$ cat src/rtl/sba_pkg.sv
// Shared constants, operation and status codes, and the word priority encoder.
package sba_pkg;

  // Bitmap word geometry
  localparam int WORD_W      = 32;
  localparam int WORD_BIT_W  = 5;

  // Default map size
  localparam int DEF_MAX_SLOTS = 256;

  // Field widths
  localparam int SLOTS_CFG_W = 9;
  localparam int OP_W        = 2;
  localparam int SLOT_W      = 9;
  localparam int STATUS_W    = 3;
  localparam int FOUND_W     = 8;

  localparam logic [SLOTS_CFG_W-1:0] SLOTS_RESET = 9'd256;

  // Operation codes
  localparam logic [OP_W-1:0] OP_SET       = 2'd0;
  localparam logic [OP_W-1:0] OP_FIND_FREE = 2'd1;
  localparam logic [OP_W-1:0] OP_FIND_NEXT = 2'd2;

  // Status codes
  localparam logic [STATUS_W-1:0] ST_OK      = 3'd0;
  localparam logic [STATUS_W-1:0] ST_NO_FREE = 3'd1;
  localparam logic [STATUS_W-1:0] ST_EOF     = 3'd2;
  localparam logic [STATUS_W-1:0] ST_NO_NEXT = 3'd3;
  localparam logic [STATUS_W-1:0] ST_RANGE   = 3'd4;

  // Lowest set bit of a word: {hit, index}
  function automatic logic [WORD_BIT_W:0] lowest_set(input logic [WORD_W-1:0] w);
    logic [WORD_BIT_W:0] res;
    res = '0;
    for (int i = WORD_W - 1; i >= 0; i--) begin
      if (w[i]) begin
        res = {1'b1, WORD_BIT_W'(i)};
      end
    end
    return res;
  endfunction

endpackage

$ cat src/rtl/sba_ifs.sv
// Request and response channel interfaces.
interface sba_req_if;
  import sba_pkg::*;
  logic                     valid;
  logic                     ready;
  logic [OP_W-1:0]          op;
  logic signed [SLOT_W-1:0] slot;
  logic                     value;
  modport source(output valid, op, slot, value, input ready);
  modport sink(input valid, op, slot, value, output ready);
endinterface

interface sba_rsp_if;
  import sba_pkg::*;
  logic                    valid;
  logic                    ready;
  logic [STATUS_W-1:0]     status;
  logic [FOUND_W-1:0]      found_slot;
  logic                    map_full;
  modport source(output valid, status, found_slot, map_full, input ready);
  modport sink(input valid, status, found_slot, map_full, output ready);
endinterface

$ cat src/rtl/slot_bitmap_allocator.sv
// Occupancy bitmap with set, find-first-free and find-next-used operations.
// Range errors, end-of-map and the unused op go straight to the result state;
// set_slot does a read-modify-write of one word, and the find ops scan up to the last live word.
// Throughput: one request at a time; the scan reads one 32-bit word per cycle
// through one encoder.
// Reset (and any slots_in_use write) frees every slot at once through per-word
// valid bits; reset sets slots_in_use to 256.
module slot_bitmap_allocator #(
  parameter int MAX_SLOTS = sba_pkg::DEF_MAX_SLOTS
) (
  input  logic                             clk,
  input  logic                             rst,
  input  logic                             cfg_wr_en,
  input  logic [sba_pkg::SLOTS_CFG_W-1:0]  cfg_wr_data,
  sba_req_if.sink                          req,
  sba_rsp_if.source                        rsp
);
  import sba_pkg::*;

  localparam int NUM_WORDS = (MAX_SLOTS + WORD_W - 1) / WORD_W;
  localparam int WIDX_W    = (NUM_WORDS > 1) ? $clog2(NUM_WORDS) : 1;
  localparam int CNT_W     = $clog2(MAX_SLOTS + 1);
  localparam int EXT_W     = ((CNT_W > SLOT_W) ? CNT_W : SLOT_W) + 1;

  localparam int                STATE_W = 2;
  localparam logic [STATE_W-1:0] S_IDLE = 2'd0;
  localparam logic [STATE_W-1:0] S_SCAN = 2'd1;
  localparam logic [STATE_W-1:0] S_OUT  = 2'd2;

  logic [STATE_W-1:0]     state, state_next;
  logic [SLOTS_CFG_W-1:0] slots_in_use;
  logic [CNT_W-1:0]       used_count, used_count_next;
  logic [WIDX_W-1:0]      cur_word, cur_word_next;
  logic                   first_word, first_word_next;
  logic [WORD_BIT_W-1:0]  start_bit, start_bit_next;
  logic [OP_W-1:0]        op_q, op_q_next;
  logic                   bit_q, bit_q_next;
  logic [STATUS_W-1:0]    status_q, status_q_next;
  logic [FOUND_W-1:0]     found_q, found_q_next;

  logic [EXT_W-1:0]        n_ext, last_ext, pos_ext, hit_pos;
  logic signed [EXT_W-1:0] slot_x, last_s;
  logic [WIDX_W-1:0]       last_word, start_word, rd_addr;
  logic [WORD_BIT_W-1:0]   last_bit;
  logic [WORD_W-1:0]       rd_data, wr_data, lo_mask, hi_mask, cand;
  logic [WORD_BIT_W:0]     enc;
  logic                    wr_en, old_bit;

  // Effective slot count, clamped to 1..MAX_SLOTS
  always_comb begin
    if (slots_in_use == '0) begin
      n_ext = EXT_W'(1);
    end else if (EXT_W'(slots_in_use) > EXT_W'(MAX_SLOTS)) begin
      n_ext = EXT_W'(MAX_SLOTS);
    end else begin
      n_ext = EXT_W'(slots_in_use);
    end
  end

  assign last_ext  = n_ext - EXT_W'(1);
  assign last_s    = signed'(last_ext);
  assign last_word = WIDX_W'(last_ext >> WORD_BIT_W);
  assign last_bit  = last_ext[WORD_BIT_W-1:0];

  // Start position of the incoming request
  assign slot_x = EXT_W'(req.slot);
  always_comb begin
    case (req.op)
      OP_FIND_NEXT: pos_ext = unsigned'(slot_x + EXT_W'(1));
      OP_SET:       pos_ext = unsigned'(slot_x);
      default:      pos_ext = '0;
    endcase
  end
  assign start_word = WIDX_W'(pos_ext >> WORD_BIT_W);

  // Fetch the start word on accept, the following word while scanning
  assign rd_addr = (state == S_IDLE) ? start_word : cur_word + WIDX_W'(1);

  sba_word_store #(
    .NUM_WORDS(NUM_WORDS),
    .WIDX_W   (WIDX_W)
  ) u_store (
    .clk    (clk),
    .rst    (rst),
    .clear  (cfg_wr_en),
    .rd_addr(rd_addr),
    .rd_data(rd_data),
    .wr_en  (wr_en),
    .wr_addr(cur_word),
    .wr_data(wr_data)
  );

  // Shared word search: invert for free search, trim to the live range
  assign lo_mask = first_word ? ({WORD_W{1'b1}} << start_bit) : {WORD_W{1'b1}};
  assign hi_mask = (cur_word == last_word)
                 ? ({WORD_W{1'b1}} >> (WORD_BIT_W'(WORD_W - 1) - last_bit))
                 : {WORD_W{1'b1}};
  assign cand    = ((op_q == OP_FIND_FREE) ? ~rd_data : rd_data) & lo_mask & hi_mask;
  assign enc     = lowest_set(cand);
  assign hit_pos = (EXT_W'(cur_word) << WORD_BIT_W) | EXT_W'(enc[WORD_BIT_W-1:0]);

  // Read-modify-write of one bit for set_slot
  assign old_bit = rd_data[start_bit];
  always_comb begin
    wr_data            = rd_data;
    wr_data[start_bit] = bit_q;
  end

  // Sequencer
  always_comb begin
    state_next      = state;
    used_count_next = used_count;
    cur_word_next   = cur_word;
    first_word_next = first_word;
    start_bit_next  = start_bit;
    op_q_next       = op_q;
    bit_q_next      = bit_q;
    status_q_next   = status_q;
    found_q_next    = found_q;
    wr_en           = 1'b0;
    case (state)
      S_IDLE: begin
        if (req.valid) begin
          op_q_next       = req.op;
          bit_q_next      = req.value;
          cur_word_next   = start_word;
          first_word_next = 1'b1;
          start_bit_next  = pos_ext[WORD_BIT_W-1:0];
          found_q_next    = '0;
          status_q_next   = ST_OK;
          state_next      = S_SCAN;
          case (req.op)
            OP_SET: begin
              if (slot_x < 0 || slot_x > last_s) begin
                status_q_next = ST_RANGE;
                state_next    = S_OUT;
              end
            end
            OP_FIND_FREE: begin
              state_next = S_SCAN;
            end
            OP_FIND_NEXT: begin
              if (slot_x < -1 || slot_x > last_s) begin
                status_q_next = ST_RANGE;
                state_next    = S_OUT;
              end else if (slot_x == last_s) begin
                status_q_next = ST_EOF;
                state_next    = S_OUT;
              end
            end
            default: begin
              state_next = S_OUT;
            end
          endcase
        end
      end
      S_SCAN: begin
        if (op_q == OP_SET) begin
          wr_en = 1'b1;
          if (!old_bit && bit_q) begin
            used_count_next = used_count + CNT_W'(1);
          end else if (old_bit && !bit_q) begin
            used_count_next = used_count - CNT_W'(1);
          end
          state_next = S_OUT;
        end else if (enc[WORD_BIT_W]) begin
          found_q_next = hit_pos[FOUND_W-1:0];
          state_next   = S_OUT;
        end else if (cur_word == last_word) begin
          status_q_next = (op_q == OP_FIND_FREE) ? ST_NO_FREE : ST_NO_NEXT;
          state_next    = S_OUT;
        end else begin
          cur_word_next   = cur_word + WIDX_W'(1);
          first_word_next = 1'b0;
        end
      end
      S_OUT: begin
        if (rsp.ready) begin
          state_next = S_IDLE;
        end
      end
      default: begin
        state_next = S_IDLE;
      end
    endcase
  end

  // Control state
  always_ff @(posedge clk) begin
    if (rst) begin
      state        <= S_IDLE;
      slots_in_use <= SLOTS_RESET;
      used_count   <= '0;
    end else begin
      state <= state_next;
      if (cfg_wr_en) begin
        slots_in_use <= cfg_wr_data;
        used_count   <= '0;
      end else begin
        used_count <= used_count_next;
      end
    end
  end

  // Request context and result payload
  always_ff @(posedge clk) begin
    cur_word   <= cur_word_next;
    first_word <= first_word_next;
    start_bit  <= start_bit_next;
    op_q       <= op_q_next;
    bit_q      <= bit_q_next;
    status_q   <= status_q_next;
    found_q    <= found_q_next;
  end

  // Channel outputs
  assign req.ready      = (state == S_IDLE);
  assign rsp.valid      = (state == S_OUT);
  assign rsp.status     = status_q;
  assign rsp.found_slot = found_q;
  assign rsp.map_full   = (EXT_W'(used_count) == n_ext);

  // Checks
  a_count_bound: assert property (@(posedge clk) disable iff (rst)
    EXT_W'(used_count) <= n_ext)
    else $error("used count exceeds slot count");

  a_one_at_a_time: assert property (@(posedge clk) disable iff (rst)
    !(rsp.valid && req.ready))
    else $error("request taken while a result is pending");

  a_scan_bound: assert property (@(posedge clk) disable iff (rst)
    (state == S_SCAN) |-> (cur_word <= last_word))
    else $error("scan ran past the last live word");

  a_cfg_clears: assert property (@(posedge clk) disable iff (rst)
    cfg_wr_en |=> (used_count == '0))
    else $error("config write did not clear the used count");

  a_write_only_on_set: assert property (@(posedge clk) disable iff (rst)
    wr_en |-> (state == S_SCAN && op_q == OP_SET))
    else $error("bitmap written outside a set operation");

endmodule

$ cat src/rtl/sba_word_store.sv
// Bitmap word memory with per-word valid bits and a registered read port.
module sba_word_store #(
  parameter int NUM_WORDS = 8,
  parameter int WIDX_W    = 3
) (
  input  logic                      clk,
  input  logic                      rst,
  input  logic                      clear,
  input  logic [WIDX_W-1:0]         rd_addr,
  output logic [sba_pkg::WORD_W-1:0] rd_data,
  input  logic                      wr_en,
  input  logic [WIDX_W-1:0]         wr_addr,
  input  logic [sba_pkg::WORD_W-1:0] wr_data
);
  import sba_pkg::*;

  logic [WORD_W-1:0]    mem [NUM_WORDS];
  logic [NUM_WORDS-1:0] word_valid;
  logic [WORD_W-1:0]    mem_q;
  logic                 valid_q;

  // Track which words hold written data; clear drops them all at once
  always_ff @(posedge clk) begin
    if (rst || clear) begin
      word_valid <= '0;
    end else if (wr_en) begin
      word_valid[wr_addr] <= 1'b1;
    end
  end

  // Write port
  always_ff @(posedge clk) begin
    if (wr_en) begin
      mem[wr_addr] <= wr_data;
    end
  end

  // Registered read
  always_ff @(posedge clk) begin
    mem_q <= mem[rd_addr];
  end

  always_ff @(posedge clk) begin
    if (rst) begin
      valid_q <= 1'b0;
    end else begin
      valid_q <= word_valid[rd_addr];
    end
  end

  // Unwritten words read as all free
  assign rd_data = valid_q ? mem_q : '0;

endmodule

$ cat src/flat_wrapper.sv
// flat-port wrapper written by rule: the top's interface ports become plain ports
module slot_bitmap_allocator_flat import sba_pkg::*;
#(
  parameter int MAX_SLOTS = sba_pkg::DEF_MAX_SLOTS
)
  (clk, rst, cfg_wr_en, cfg_wr_data, req_valid, req_op, req_slot, req_value, req_ready, rsp_valid, rsp_status, rsp_found_slot, rsp_map_full, rsp_ready);
  sba_req_if req_i ();
  sba_rsp_if rsp_i ();
  input  logic clk;
  input  logic rst;
  input  logic cfg_wr_en;
  input  logic [sba_pkg::SLOTS_CFG_W-1:0] cfg_wr_data;
  input wire logic [$bits(req_i.valid)-1:0] req_valid;
  input wire logic [$bits(req_i.op)-1:0] req_op;
  input wire logic [$bits(req_i.slot)-1:0] req_slot;
  input wire logic [$bits(req_i.value)-1:0] req_value;
  output wire logic [$bits(req_i.ready)-1:0] req_ready;
  output wire logic [$bits(rsp_i.valid)-1:0] rsp_valid;
  output wire logic [$bits(rsp_i.status)-1:0] rsp_status;
  output wire logic [$bits(rsp_i.found_slot)-1:0] rsp_found_slot;
  output wire logic [$bits(rsp_i.map_full)-1:0] rsp_map_full;
  input wire logic [$bits(rsp_i.ready)-1:0] rsp_ready;
  assign req_i.valid = req_valid;
  assign req_i.op = req_op;
  assign req_i.slot = req_slot;
  assign req_i.value = req_value;
  assign req_ready = req_i.ready;
  assign rsp_valid = rsp_i.valid;
  assign rsp_status = rsp_i.status;
  assign rsp_found_slot = rsp_i.found_slot;
  assign rsp_map_full = rsp_i.map_full;
  assign rsp_i.ready = rsp_ready;
  slot_bitmap_allocator #(.MAX_SLOTS(MAX_SLOTS)) u_core (.clk(clk), .rst(rst), .cfg_wr_en(cfg_wr_en), .cfg_wr_data(cfg_wr_data), .req(req_i), .rsp(rsp_i));
endmodule
$ cat config.mk
export PLATFORM = sky130hd
export DESIGN_NAME = slot_bitmap_allocator_flat
export DESIGN_NICKNAME = d
export VERILOG_FILES = /design/src/rtl/sba_pkg.sv /design/src/rtl/sba_ifs.sv /design/src/rtl/slot_bitmap_allocator.sv /design/src/rtl/sba_word_store.sv /design/src/flat_wrapper.sv
export SDC_FILE = /design/constraint.sdc
export NUM_CORES = 1
export LEC_CHECK = 0
export ABC_AREA = 1
export ABC_CLOCK_PERIOD_IN_PS = 4100
export BUFFER_PORTS_ARGS = -buffer_cell sky130_fd_sc_hd__clkbuf_2
export CAP_MARGIN = 10
export CORE_MARGIN = 4
export CORE_UTILIZATION = 63
export CTS_CLUSTER_SIZE = 12
export DETAILED_ROUTE_END_ITERATION = 7
export GPL_TIMING_DRIVEN = 1
export PLACE_DENSITY = 0.79
export RECOVER_POWER = 50
export SLEW_MARGIN = 20
export SYNTH_ARGS = -nofsm -noshare
export SYNTH_HDL_FRONTEND = slang
export SYNTH_SLANG_ARGS = --single-unit
$ cat constraint.sdc
create_clock -name clk -period 4.1 [get_ports clk]
set_input_delay 0.82 -clock clk [delete_from_list [all_inputs] [get_ports clk]]
set_output_delay 0.82 -clock clk [all_outputs]
set_load 0.02 [all_outputs]
Word-level counts from Yosys, hierarchy flattened

Memory sizes are Yosys's and may differ from the RTL's. A register that Yosys moved wholly into a read port is not among the register bits.
Cells that the tools add are included.

Register bits after elaboration: 52
Memory bits (writable): 256
Bits of input ports: 26
Output and inout port bits: 14
Word-level logic and storage cells: 162
Memories: 1

$add $sub $neg: 6
Magnitude comparators: 9
Equal/unequal tests: 16
Shifts and indexed selects: 2
Mux-type cells: 89
Bitwise gates (word level): 5
Reduce and logical (&&, ||, !) cells: 22

Memories:

| name               | words | bits a word | read ports | clocked after memory_dff | wr ports | line                 | RTL |
|---|---|---|---|---|---|---|---|
| u_core.u_store.mem | 8     | 32          | 1          | 1                        | 1        | sba_word_store.sv:17 | `logic [WORD_W-1:0] mem [NUM_WORDS];` |

Operators by type and width:

| cell                    | count |
|---|---|
| $mux W6                 | 32 |
| $mux W32                | 4 |
| $and A32 B32 Y32        | 2 |
| $mux W9                 | 4 |
| $mux W3                 | 11 |
| $bwmux W32              | 1 |
| $not A32 Y32            | 1 |
| $pmux W8 S2             | 2 |
| $shl A32 B5 Y32 const A | 1 |
| $shr A32 B5 Y32 const A | 1 |
| $mux W8                 | 3 |
| $eq A9 B10 Y1           | 2 |
| $mux W2                 | 10 |
| $lt A9 B1 Y1 const B    | 2 |
| $pmux W3 S2             | 3 |
| $mux W1                 | 12 |
| $pmux W2 S3             | 2 |
| $gt A9 B10 Y1           | 1 |
| $reduce_and A5 Y1       | 2 |
| $sub A9 B1 Y10 const B  | 1 |
| $add A9 B1 Y9 const B   | 1 |
| $gt A9 B9 Y1 const B    | 1 |
| $logic_not A9 Y1        | 1 |
| $sub A9 B1 Y9 const B   | 1 |
| other kinds (29)        | 48 |

Logic depth before layout (Yosys ltp)

Gate-level depths: netlist (run 1).

Depth in word-level cells: 44
Depth in mapped cells: 44
Depth with buffers taken out: 44

Modules after synthesis

Synthesis (run 1) repeated with hierarchy kept, for this count alone.

Cells, all modules: 1814
Area, all modules: 16533.4 sq um

Modules (own cells, without submodules):

| module                | instances | cells each | area an instance (sq um) | seq. area each (sq um) |
|---|---|---|---|---|
| sba_word_store        | 1         | 1024       | 11547.3                  | 8508.2 |
| slot_bitmap_allocator | 1         | 790        | 4986.0                   | 1091.0 |

Worst setup path before layout (run 1)

Ideal clock, no wire load.

Kind: flip-flop to flip-flop
From: register u_core.u_store.valid_q
To: register u_core.used_count[8]
Setup time: 0.119 ns
Arrival: 3.557 ns
Data required time: 3.981 ns
Slack: 0.424 ns
Stages on the path, launching flop included: 27
Path buffers: 3
Clock period less this slack: 3.676 ns
Cell sequence: dfxtp_1 -> clkbuf_1 -> clkbuf_1 -> clkbuf_1 -> nand2_1 -> o21a_1 -> o221ai_1 -> o221ai_1 -> nand3_1 -> nor3_1 -> ha_1 -> inv_1 -> ha_1 -> a21oi_1 -> nand2_1 -> a21oi_1 -> nor2_1 -> nor2_1 -> nor2_1 -> nor2_1 -> inv_1 -> a21oi_1 -> nor2_1 -> nor2_1 -> nand2_1 -> o21ai_0 -> a21oi_1

Word-level cells in the longest chain between the ends: 7
Elaborated cells on any way between the ends: 9
Classes of those cells: mux: 4; reduce/logical: 5

RTL lines:

| what                            | line                         | RTL |
|---|---|---|
| start: declaration              | sba_word_store.sv:20         | `logic valid_q;` |
| start signal: assignment        | sba_word_store.sv:47         | `valid_q <= word_valid[rd_addr];` |
| $mux W32 *                      | sba_word_store.sv:52         | `assign rd_data = valid_q ? mem_q : '0;` |
| $bmux W1 S5 *                   | slot_bitmap_allocator.sv:103 | `assign old_bit = rd_data[start_bit];` |
| $mux W1 (implied by the code) * | slot_bitmap_allocator.sv:103 |  |
| $logic_not A1 Y1                | slot_bitmap_allocator.sv:160 | `if (!old_bit && bit_q) begin` |
| $logic_and A1 B1 Y1             | slot_bitmap_allocator.sv:160 |  |
| $reduce_bool A2 Y1 (no line)    | --                           |  |
| $reduce_and A3 Y1 (no line)     | --                           |  |
| end signal: assignment          | slot_bitmap_allocator.sv:200 | `used_count <= used_count_next;` |
| end: declaration                | slot_bitmap_allocator.sv:32  | `logic [CNT_W-1:0] used_count, used_count_next;` |

Every way passes the cells marked *; elsewhere a longest branch is shown, timed or not. The select of a mux whose other input is x is not followed.
A chain may end at the register's enable or synchronous reset.

Final worst setup path (run 1)

From: register u_core.slots_in_use[3]
To: register u_core.cur_word[0], enable pin

Word-level cells in the longest chain between the ends: 42
Elaborated cells on any way between the ends: 45
Classes of those cells: add/sub: 2; order compare: 1; eq/ne: 3; shift: 1; mux: 35; bitwise: 1; reduce/logical: 2

RTL lines:

| what                          | line                         | RTL |
|---|---|---|
| start: declaration            | slot_bitmap_allocator.sv:31  | `logic [SLOTS_CFG_W-1:0] slots_in_use;` |
| start signal: assignment      | slot_bitmap_allocator.sv:197 | `slots_in_use <= cfg_wr_data;` |
| $gt A9 B9 Y1                  | slot_bitmap_allocator.sv:53  | `end else if (EXT_W'(slots_in_use) > EXT_W'(MAX_SLOTS)) begin` |
| $mux W9                       | slot_bitmap_allocator.sv:53  |  |
| $mux W9 *                     | slot_bitmap_allocator.sv:51  | `if (slots_in_use == '0) begin` |
| $sub A9 B1 Y10 *              | slot_bitmap_allocator.sv:60  | `assign last_ext = n_ext - EXT_W'(1);` |
| $sub A5 B5 Y5                 | slot_bitmap_allocator.sv:96  | `? ({WORD_W{1'b1}} >> (WORD_BIT_W'(WORD_W - 1) - last_bit))` |
| $shr A32 B5 Y32               | slot_bitmap_allocator.sv:96  |  |
| $mux W32                      | slot_bitmap_allocator.sv:96  |  |
| $and A32 B32 Y32              | slot_bitmap_allocator.sv:98  | `assign cand = ((op_q == OP_FIND_FREE) ? ~rd_data : rd_data) & lo_mask & hi_mask;` |
| $mux W6 (32 in a row)         | sba_pkg.sv:37                | `if (w[i]) begin` |
| $ne A2 B2 Y1 (no line)        | --                           |  |
| $reduce_and A5 Y1 (no line) * | --                           |  |
| end signal: assignment        | slot_bitmap_allocator.sv:207 | `cur_word <= cur_word_next;` |
| end: declaration              | slot_bitmap_allocator.sv:33  | `logic [WIDX_W-1:0] cur_word, cur_word_next;` |

Every way passes the cells marked *; elsewhere a longest branch is shown, timed or not.

==> summary.md, run 1 <==
| Metric | Value |
|---|---|
| Max-Cap Viols | 2 |
| Cells after synthesis | 1580 |
| Endpoint class of the critical path | flip-flop |
| Tightest Hold Check Type | flip-flop to flip-flop |
| Unrepaired setup endpoints after global routing | true |
| Die Y | 166 um |
| Post-DRT Antenna Nets | 0 |
| R2R depth | 23 |
| Slew headroom | -1.29% |
| Die width | 166 um |
| CTS Sinks | 340 |
| Share of cells above drive strength 1 | 10.1% |
| Worst-Margin Slew | 1.51 ns |
| NetSw | 0.00332 W |
| Top-area cell type share of the netlist area | 53.0% |
| Clock root buffer | clkbuf_16 |
| Pins Over Slew Limit | 11 |
| Reg clk slew, reported paths | 0.06 ns |
| Worst Path Required | 4.34 ns |
| Vias in the first global route | 11600 |
| CP Class | flip-flop to flip-flop |
| R2r setup slk | 0.22 ns |
| CP Max Fanout | 8 |
| Post-synth top cells | edfxtp_1 (279), nor2_1 (246), nand2_1 (209) |
| Post-Place Cells | 1920 |
| Ranking of synthesized cells by area | edfxtp_1 (53%), dfxtp_1 (7.7%), o21ai_0 (6.0%), nor2_1 (5.8%), nand2_1 (5.0%) |
| Int Power | 0.00682 W |
| Clk pwr share | 30.0% |
| Most frequent cell after synthesis | edfxtp_1 |
| Post-Route WL | 41600 um |
| Initial drt markers | 1352 |
| WP data arrival | 4.12 ns |
| Sequential share of power | 42.5% |
| Setup violators final | 0 |
| Slowest stage delay, CP | 0.33 ns |
| FILL cells | 1705 |
| Cell mode on critical path | nand2_1 |
| Mapped Avg Cell Area | 10.0 sq um |
| Area growth syn-to-layout | 13.5% |
| Static Leak | 6.69 nW |
| Sequential area share after synthesis | 60.8% |
| Worst Hold End | u_core.u_store.word_valid[7] |
| Clock Skews | 0.0217 ns |
| Global placement routability congestion | 0.992 |
| Cts bufs inserted | 36 |
| GRT Util Overall | 29.2% |
| Max Freq | 0.258 GHz |
| Top Ports | 40 |
| CP Launch Point | u_core.slots_in_use[3] |
| First-pass GRT wire length | 64100 um |
| Hold Buf Count CTS | 0 |
| Status | finished with violations |
| CP max stage cell | dfxtp_2 |
| Core ar. | 24500 sq um |
| # rows | 57 |
| Hpwl dp | 26500 um |
| Switching Fraction | 32.8% |
| Die area | 27700 sq um |
| Flops & latches, synth | 340 |
| RR Startpoint | u_core.slots_in_use[3] |
| Port Buffers | 39 |
| Tcrit/Tclk final | 94.6% |
| CTS H-tree depth | 2 |
| Yosys top cell by area | edfxtp_1 |
| Worst skew pair latency | 0.53 ns |
| Yosys cell types | 48 |
| Total gr overflow | 0 |
| Worst hold path depth | 2 |
| Min-Delay Startpoint | u_core.u_store.word_valid[7] |
| Drt first pass iters | 6 |
| Vias per cell | 6.14 |
| Startpoint types | flip-flop |
| Nets | 1689 |
| TritonCTS clock tree | built |
| Initial antenna violation count | 0 |
| Clk buf depth | 3 |
| Post-Syn Nets | 1630 |
| Initial Utilization | 64.6% |
| Failing checks | capacitance limit, slew limit |
| Cell Pwr Density | 566 nW/um^2 |
| Netlist Area Pre-Place | 15800 sq um |
| Yosys warnings | 0 |
| Pwr Total | 0.0101 W |
| Asr flop ratio synth | 0% |
| Largest net degree at the start of global routing | 133 |
| DRC violations left | 0 |
| Number of flops mapped to enable cells by yosys | 279 |
| Main flop type after synthesis | edfxtp_1 |
| Non-Filler Instances | 1990 |
| Hold Violations, Final | 0 |
| Logic pwr share | 27.5% |
| Critical-path cell list | nor2_2 -> nand2_2 -> nor2_2 -> nand2_1 -> nand2_2 -> nand2_2 -> ha_4 -> nand3_4 -> xor2_4 -> xor2_2 -> nand3_4 -> nor2_2 -> inv_2 -> o221ai_1 -> nand2_1 -> nor2_1 -> nand4_1 -> inv_1 -> nand2_1 -> nand2_1 -> nand2_1 -> a21oi_1 -> buf_4 |
| Post-DR wirelength/cell | 20.9 um |
| VDD IR max | 434 uV |
| Post-route minimum period | 3.88 ns |
| Via count | 12200 |
| Crit Reg-Reg Endpoint | u_core.cur_word[0] |
| Inserted Diodes | 0 |
[layout by cell type (no fill, tap or decap), types with 20 or more instances in the layout]
cell type,count
o21bai_1,67
nand2_1,202
buf_4,38
o21ai_0,187
clkbuf_1,42
nor2_1,238
inv_1,111
nand3_1,26
o22ai_1,45
a31oi_1,50
edfxtp_1,279
dfxtp_1,58
a21oi_1,70
clkbuf_16,37
ha_1,20
clkbuf_2,21
[what timing repair did]
item	CTS	global route
setup buffers	0	5
setup endpoints to repair	0	20
gates resized for setup	0	35
[per-layer routing]
metal	GRT usage [%]	vias up	routed length [um]
met3	3.93	72	3330
met1	41.3	5862	17600
li1	-	5714	-
met4	7.15	0	793
met5	0	-	0
met2	48.6	573	19900
[worst max-delay path by stage]
stage | to | slack [ns] | depth (start not counted)
after floorplan | u_core.used_count[8] | 0.42 | 26
after detailed placement | u_core.used_count[8] | 0.07 | 26
final | u_core.cur_word[0] | 0.22 | 23
after global routing | u_core.rsp.found_slot[0] | -0.12 | 43
after global placement | u_core.rsp.status[1] | 0.16 | 22
after CTS | u_core.rsp.status[2] | 0.07 | 22
[per-stage QoR]
stage               worst slack, ns  cell area, sq um  setup TNS (ns)  utilization, %  hold slack, ns
floorplan                     0.424             15800               0               -           0.435
global placement              0.164             16700               0            68.3           0.447
detailed placement           0.0715             16700               0            68.3           0.455
CTS                          0.0694             17800               0            72.9           0.469
global route                 -0.120             17900          -0.743            73.3           0.480
finish                        0.223             17900               0            73.3           0.466
[worst max-delay path, delay by kind of cell, from the launching register on]
| family | cells | cell delay [ns] |
|---|---|---|
| and+or+nand+nor | 15 | 1.84 |
| AOI/OAI and AO/OA | 2 | 0.47 |
| adders and majority gates | 1 | 0.19 |
| DFF | 1 | 0.33 |
| xor gates and xnor gates | 2 | 0.37 |
| buffers and inverters | 3 | 0.38 |
[cell type report]
| class | instances | area (sq um) | share of cell area, % |
|---|---|---|---|
| sequential | 340 | 9600 | 53.6 |
| multi-input combinational | 1047 | 5640 | 31.5 |
| clock buffer | 59 | 1050 | 5.85 |
| timing repair buffer | 94 | 701 | 3.91 |
| inverter | 120 | 454 | 2.53 |
| tap | 324 | 405 | 2.26 |
| clock inverter | 6 | 68.8 | 0.384 |
[cell families after synthesis]
logic type	share of synthesized area [%]
fa+ha+maj	1.95
flops	60.8
buf+inv	4.72
simple gates	12.8
other cells	0.0237
compound gates	17.9
xor+xnor	1.82
[power groups by stage]
stage	sequential (W)	clock, W	combinational, W
global placement	0.00437	0	0.00264
floorplan	0.00435	0	0.00185
CTS	0.00431	0.00307	0.00271
detailed placement	0.00437	0	0.00269
global route	0.00433	0.00324	0.00307
finish	0.00431	0.00304	0.00278
[state kept, by name (all words and copies together) (netlist names), 2 cells and up]
| signal | count |
|---|---|
| u_core.rsp.found_slot | 8 |
| u_core.used_count | 9 |
| u_core.u_store.mem | 256 |
| u_core.u_store.mem_q | 32 |
| u_core.cur_word | 3 |
| u_core.state | 2 |
| u_core.u_store.word_valid | 8 |
| u_core.slots_in_use | 9 |
| u_core.rsp.status | 3 |
| u_core.start_bit | 5 |
| u_core.op_q | 2 |
Power figures use the tool's default switching activity.
==> inputs of run 2 (changes only) <==
CELL_PAD_IN_SITES_DETAIL_PLACEMENT = 1   (was unset)
CELL_PAD_IN_SITES_GLOBAL_PLACEMENT = 1   (was unset)
CORE_UTILIZATION = 50   (was 63)
REMOVE_ABC_BUFFERS = 1   (was unset)
==> summary.md, run 2 (same netlist as run 1, synthesis figures left out) <==
| Metric | Value |
|---|---|
| Most common cell after layout, fill and taps aside | edfxtp_1 |
| Area growth syn-to-layout | 15.7% |
| Tcrit/Tclk final | 97.3% |
| Initial antenna violation count | 0 |
| Worst skew pair latency | 0.55 ns |
| CP Class | flip-flop to flip-flop |
| Crit path capture | u_core.rsp.found_slot[0] |
| CTS H-tree depth | 2 |
| First-pass GRT wire length | 74800 um |
| Vias per cell | 6.03 |
| Total gr overflow | 0 |
| Hold Violations, Final | 0 |
| Global placement routability congestion | 0.979 |
| VDD IR max | 430 uV |
| WP data arrival | 4.28 ns |
| Pwr Total | 0.0105 W |
| Post-route minimum period | 3.99 ns |
| Commonest cells after routing, fill and taps aside | edfxtp_1 (279), nor2_1 (229), nand2_1 (201) |
| Vias in the first global route | 12900 |
| Drt first pass iters | 8 |
| Clock root buffer | clkbuf_16 |
| RR Startpoint | u_core.slots_in_use[1] |
| Most flops, register | u_core.u_store.mem |
| Slowest stage delay, CP | 0.35 ns |
| Post-DRT Antenna Nets | 0 |
| Post-Place Worst Slack | 0.00525 ns |
| Largest regs | u_core.u_store.mem (256), u_core.u_store.mem_q (32) |
| Clk buf depth | 3 |
| Nets | 1705 |
| Reg clk slew, reported paths | 0.06 ns |
| Post-DR wirelength/cell | 23.8 um |
| CTS Sinks | 340 |
| Startpoint types | flip-flop |
| FILL cells | 3326 |
| Tightest Hold Check Type | input port to flip-flop |
| Port Buffers | 39 |
| Share of cells above drive strength 1 | 12.8% |
| Core ar. | 30900 sq um |
| Initial Utilization | 51.1% |
| Cell Pwr Density | 577 nW/um^2 |
| Status | finished, final reports clean |
| Initial drt markers | 1049 |
| GRT Util Overall | 28.4% |
| Die width | 186 um |
| R2r setup slk | 0.11 ns |
| Cts bufs inserted | 37 |
| Via count | 12500 |
| Pins Over Slew Limit | 0 |
| Endpoint class of the critical path | flip-flop |
| CP Launch Point | u_core.slots_in_use[1] |
| Die area | 34500 sq um |
| Unrepaired setup endpoints after global routing | true |
| Cell mode on critical path | nand2_1 |
| # rows | 64 |
| Setup ws final | 0.112 ns |
| Inserted Diodes | 0 |
| Setup violators final | 0 |
| R2R depth | 43 |
| TritonCTS clock tree | built |
| Worst Path Required | 4.39 ns |
| Top Ports | 40 |
| Max Freq | 0.251 GHz |
| Max-Cap Viols | 0 |
| CP Max Fanout | 7 |
| Setup Total Neg Slack | 0 ns |
| Post-Route WL | 49600 um |
| DRC violations left | 0 |
| Largest net degree at the start of global routing | 133 |
| Crit Reg-Reg Endpoint | u_core.rsp.found_slot[0] |
| Die Y | 186 um |
| CP max stage cell | dfxtp_2 |
| Clock Skews | 0.0193 ns |
| Slew headroom | 39.6% |
| Worst-Margin Slew | 0.902 ns |
| Static Leak | 6.88 nW |
| Max reg flops | 256 |
| Hpwl dp | 32400 um |
run 2: cell types whose count changed in the layout (fill, tap and decap cells not counted), moves of 2 or more:
cell       delta
nand2_4       +2
inv_1         -3
clkbuf_2     +16
dfxtp_1       -2
clkbuf_8      -2
inv_2         +2
buf_12        -2
nor2_4        +9
clkinv_1      +5
nor2_1        -9
clkinv_2      -2
buf_4        +23
bufinv_16     +2
clkbuf_1     -24
run 2: what timing repair did:
action,4_1_cts,5_1_grt
pin swaps,0,12
resized for setup,2,44
hold buffers,0,0
setup endpoints to repair,7,22
setup buffers,0,5
run 2: worst min-delay path by stage:
stage	from	endpoint	cells past startpoint	slack, ns
after detailed placement	u_core.u_store.word_valid[4]	u_core.u_store.word_valid[4]	2	0.46
final	req_value	u_core.bit_q	1	0.46
after CTS	req_value	u_core.bit_q	1	0.46
after global routing	req_value	u_core.bit_q	1	0.46
after floorplan	u_core.u_store.word_valid[1]	u_core.u_store.word_valid[1]	2	0.43
after global placement	u_core.u_store.word_valid[4]	u_core.u_store.word_valid[4]	2	0.45
run 2: critical path: cells and delay by family (launching register included):
kind	cells	cell delay (ns)
XOR/XNOR	2	0.40
AO/OA/AOI/OAI	1	0.05
adder cells (fa/ha/maj)	1	0.19
AND/OR/NAND/NOR	39	2.73
flip-flops	1	0.35
run 2: layout make-up:
class                           count  area [sq um]  area share [%]
Multi-Input combinational cell   1047          5710            31.2
Clock buffer                       55          1010            5.55
Tap cell                          396           495            2.71
Timing Repair Buffer              109           831            4.55
Inverter                          120           457            2.50
Clock inverter                     13           165           0.904
Sequential cell                   340          9610            52.6
run 2: power breakdown:
part	switching [W]	internal (W)	leakage [nW]
Sequential	0.000157	0.00419	3.09
Combinational	0.00206	0.000919	3.23
Clock	0.00136	0.00186	0.559
run 2: per-stage QoR:
stage / util (%) / hold slack [ns] / instance area, sq um / cells
floorplan: - / 0.435 / 15500 / 1507
global placement: 54.7 / 0.446 / 16900 / 2007
detailed placement: 54.7 / 0.460 / 16900 / 2007
CTS: 58.5 / 0.456 / 18100 / 2075
global route: 59.1 / 0.458 / 18300 / 2080
finish: 59.1 / 0.464 / 18300 / 2080
run 2: per-layer routing:
layer | GRT usage, % | routed length, um | vias up
met3 | 3.97 | 2590 | 77
met1 | 38.7 | 21100 | 6334
met4 | 6.67 | 1250 | 0
met5 | 0 | 0 | -
li1 | - | - | 5759
met2 | 48.6 | 24700 | 363
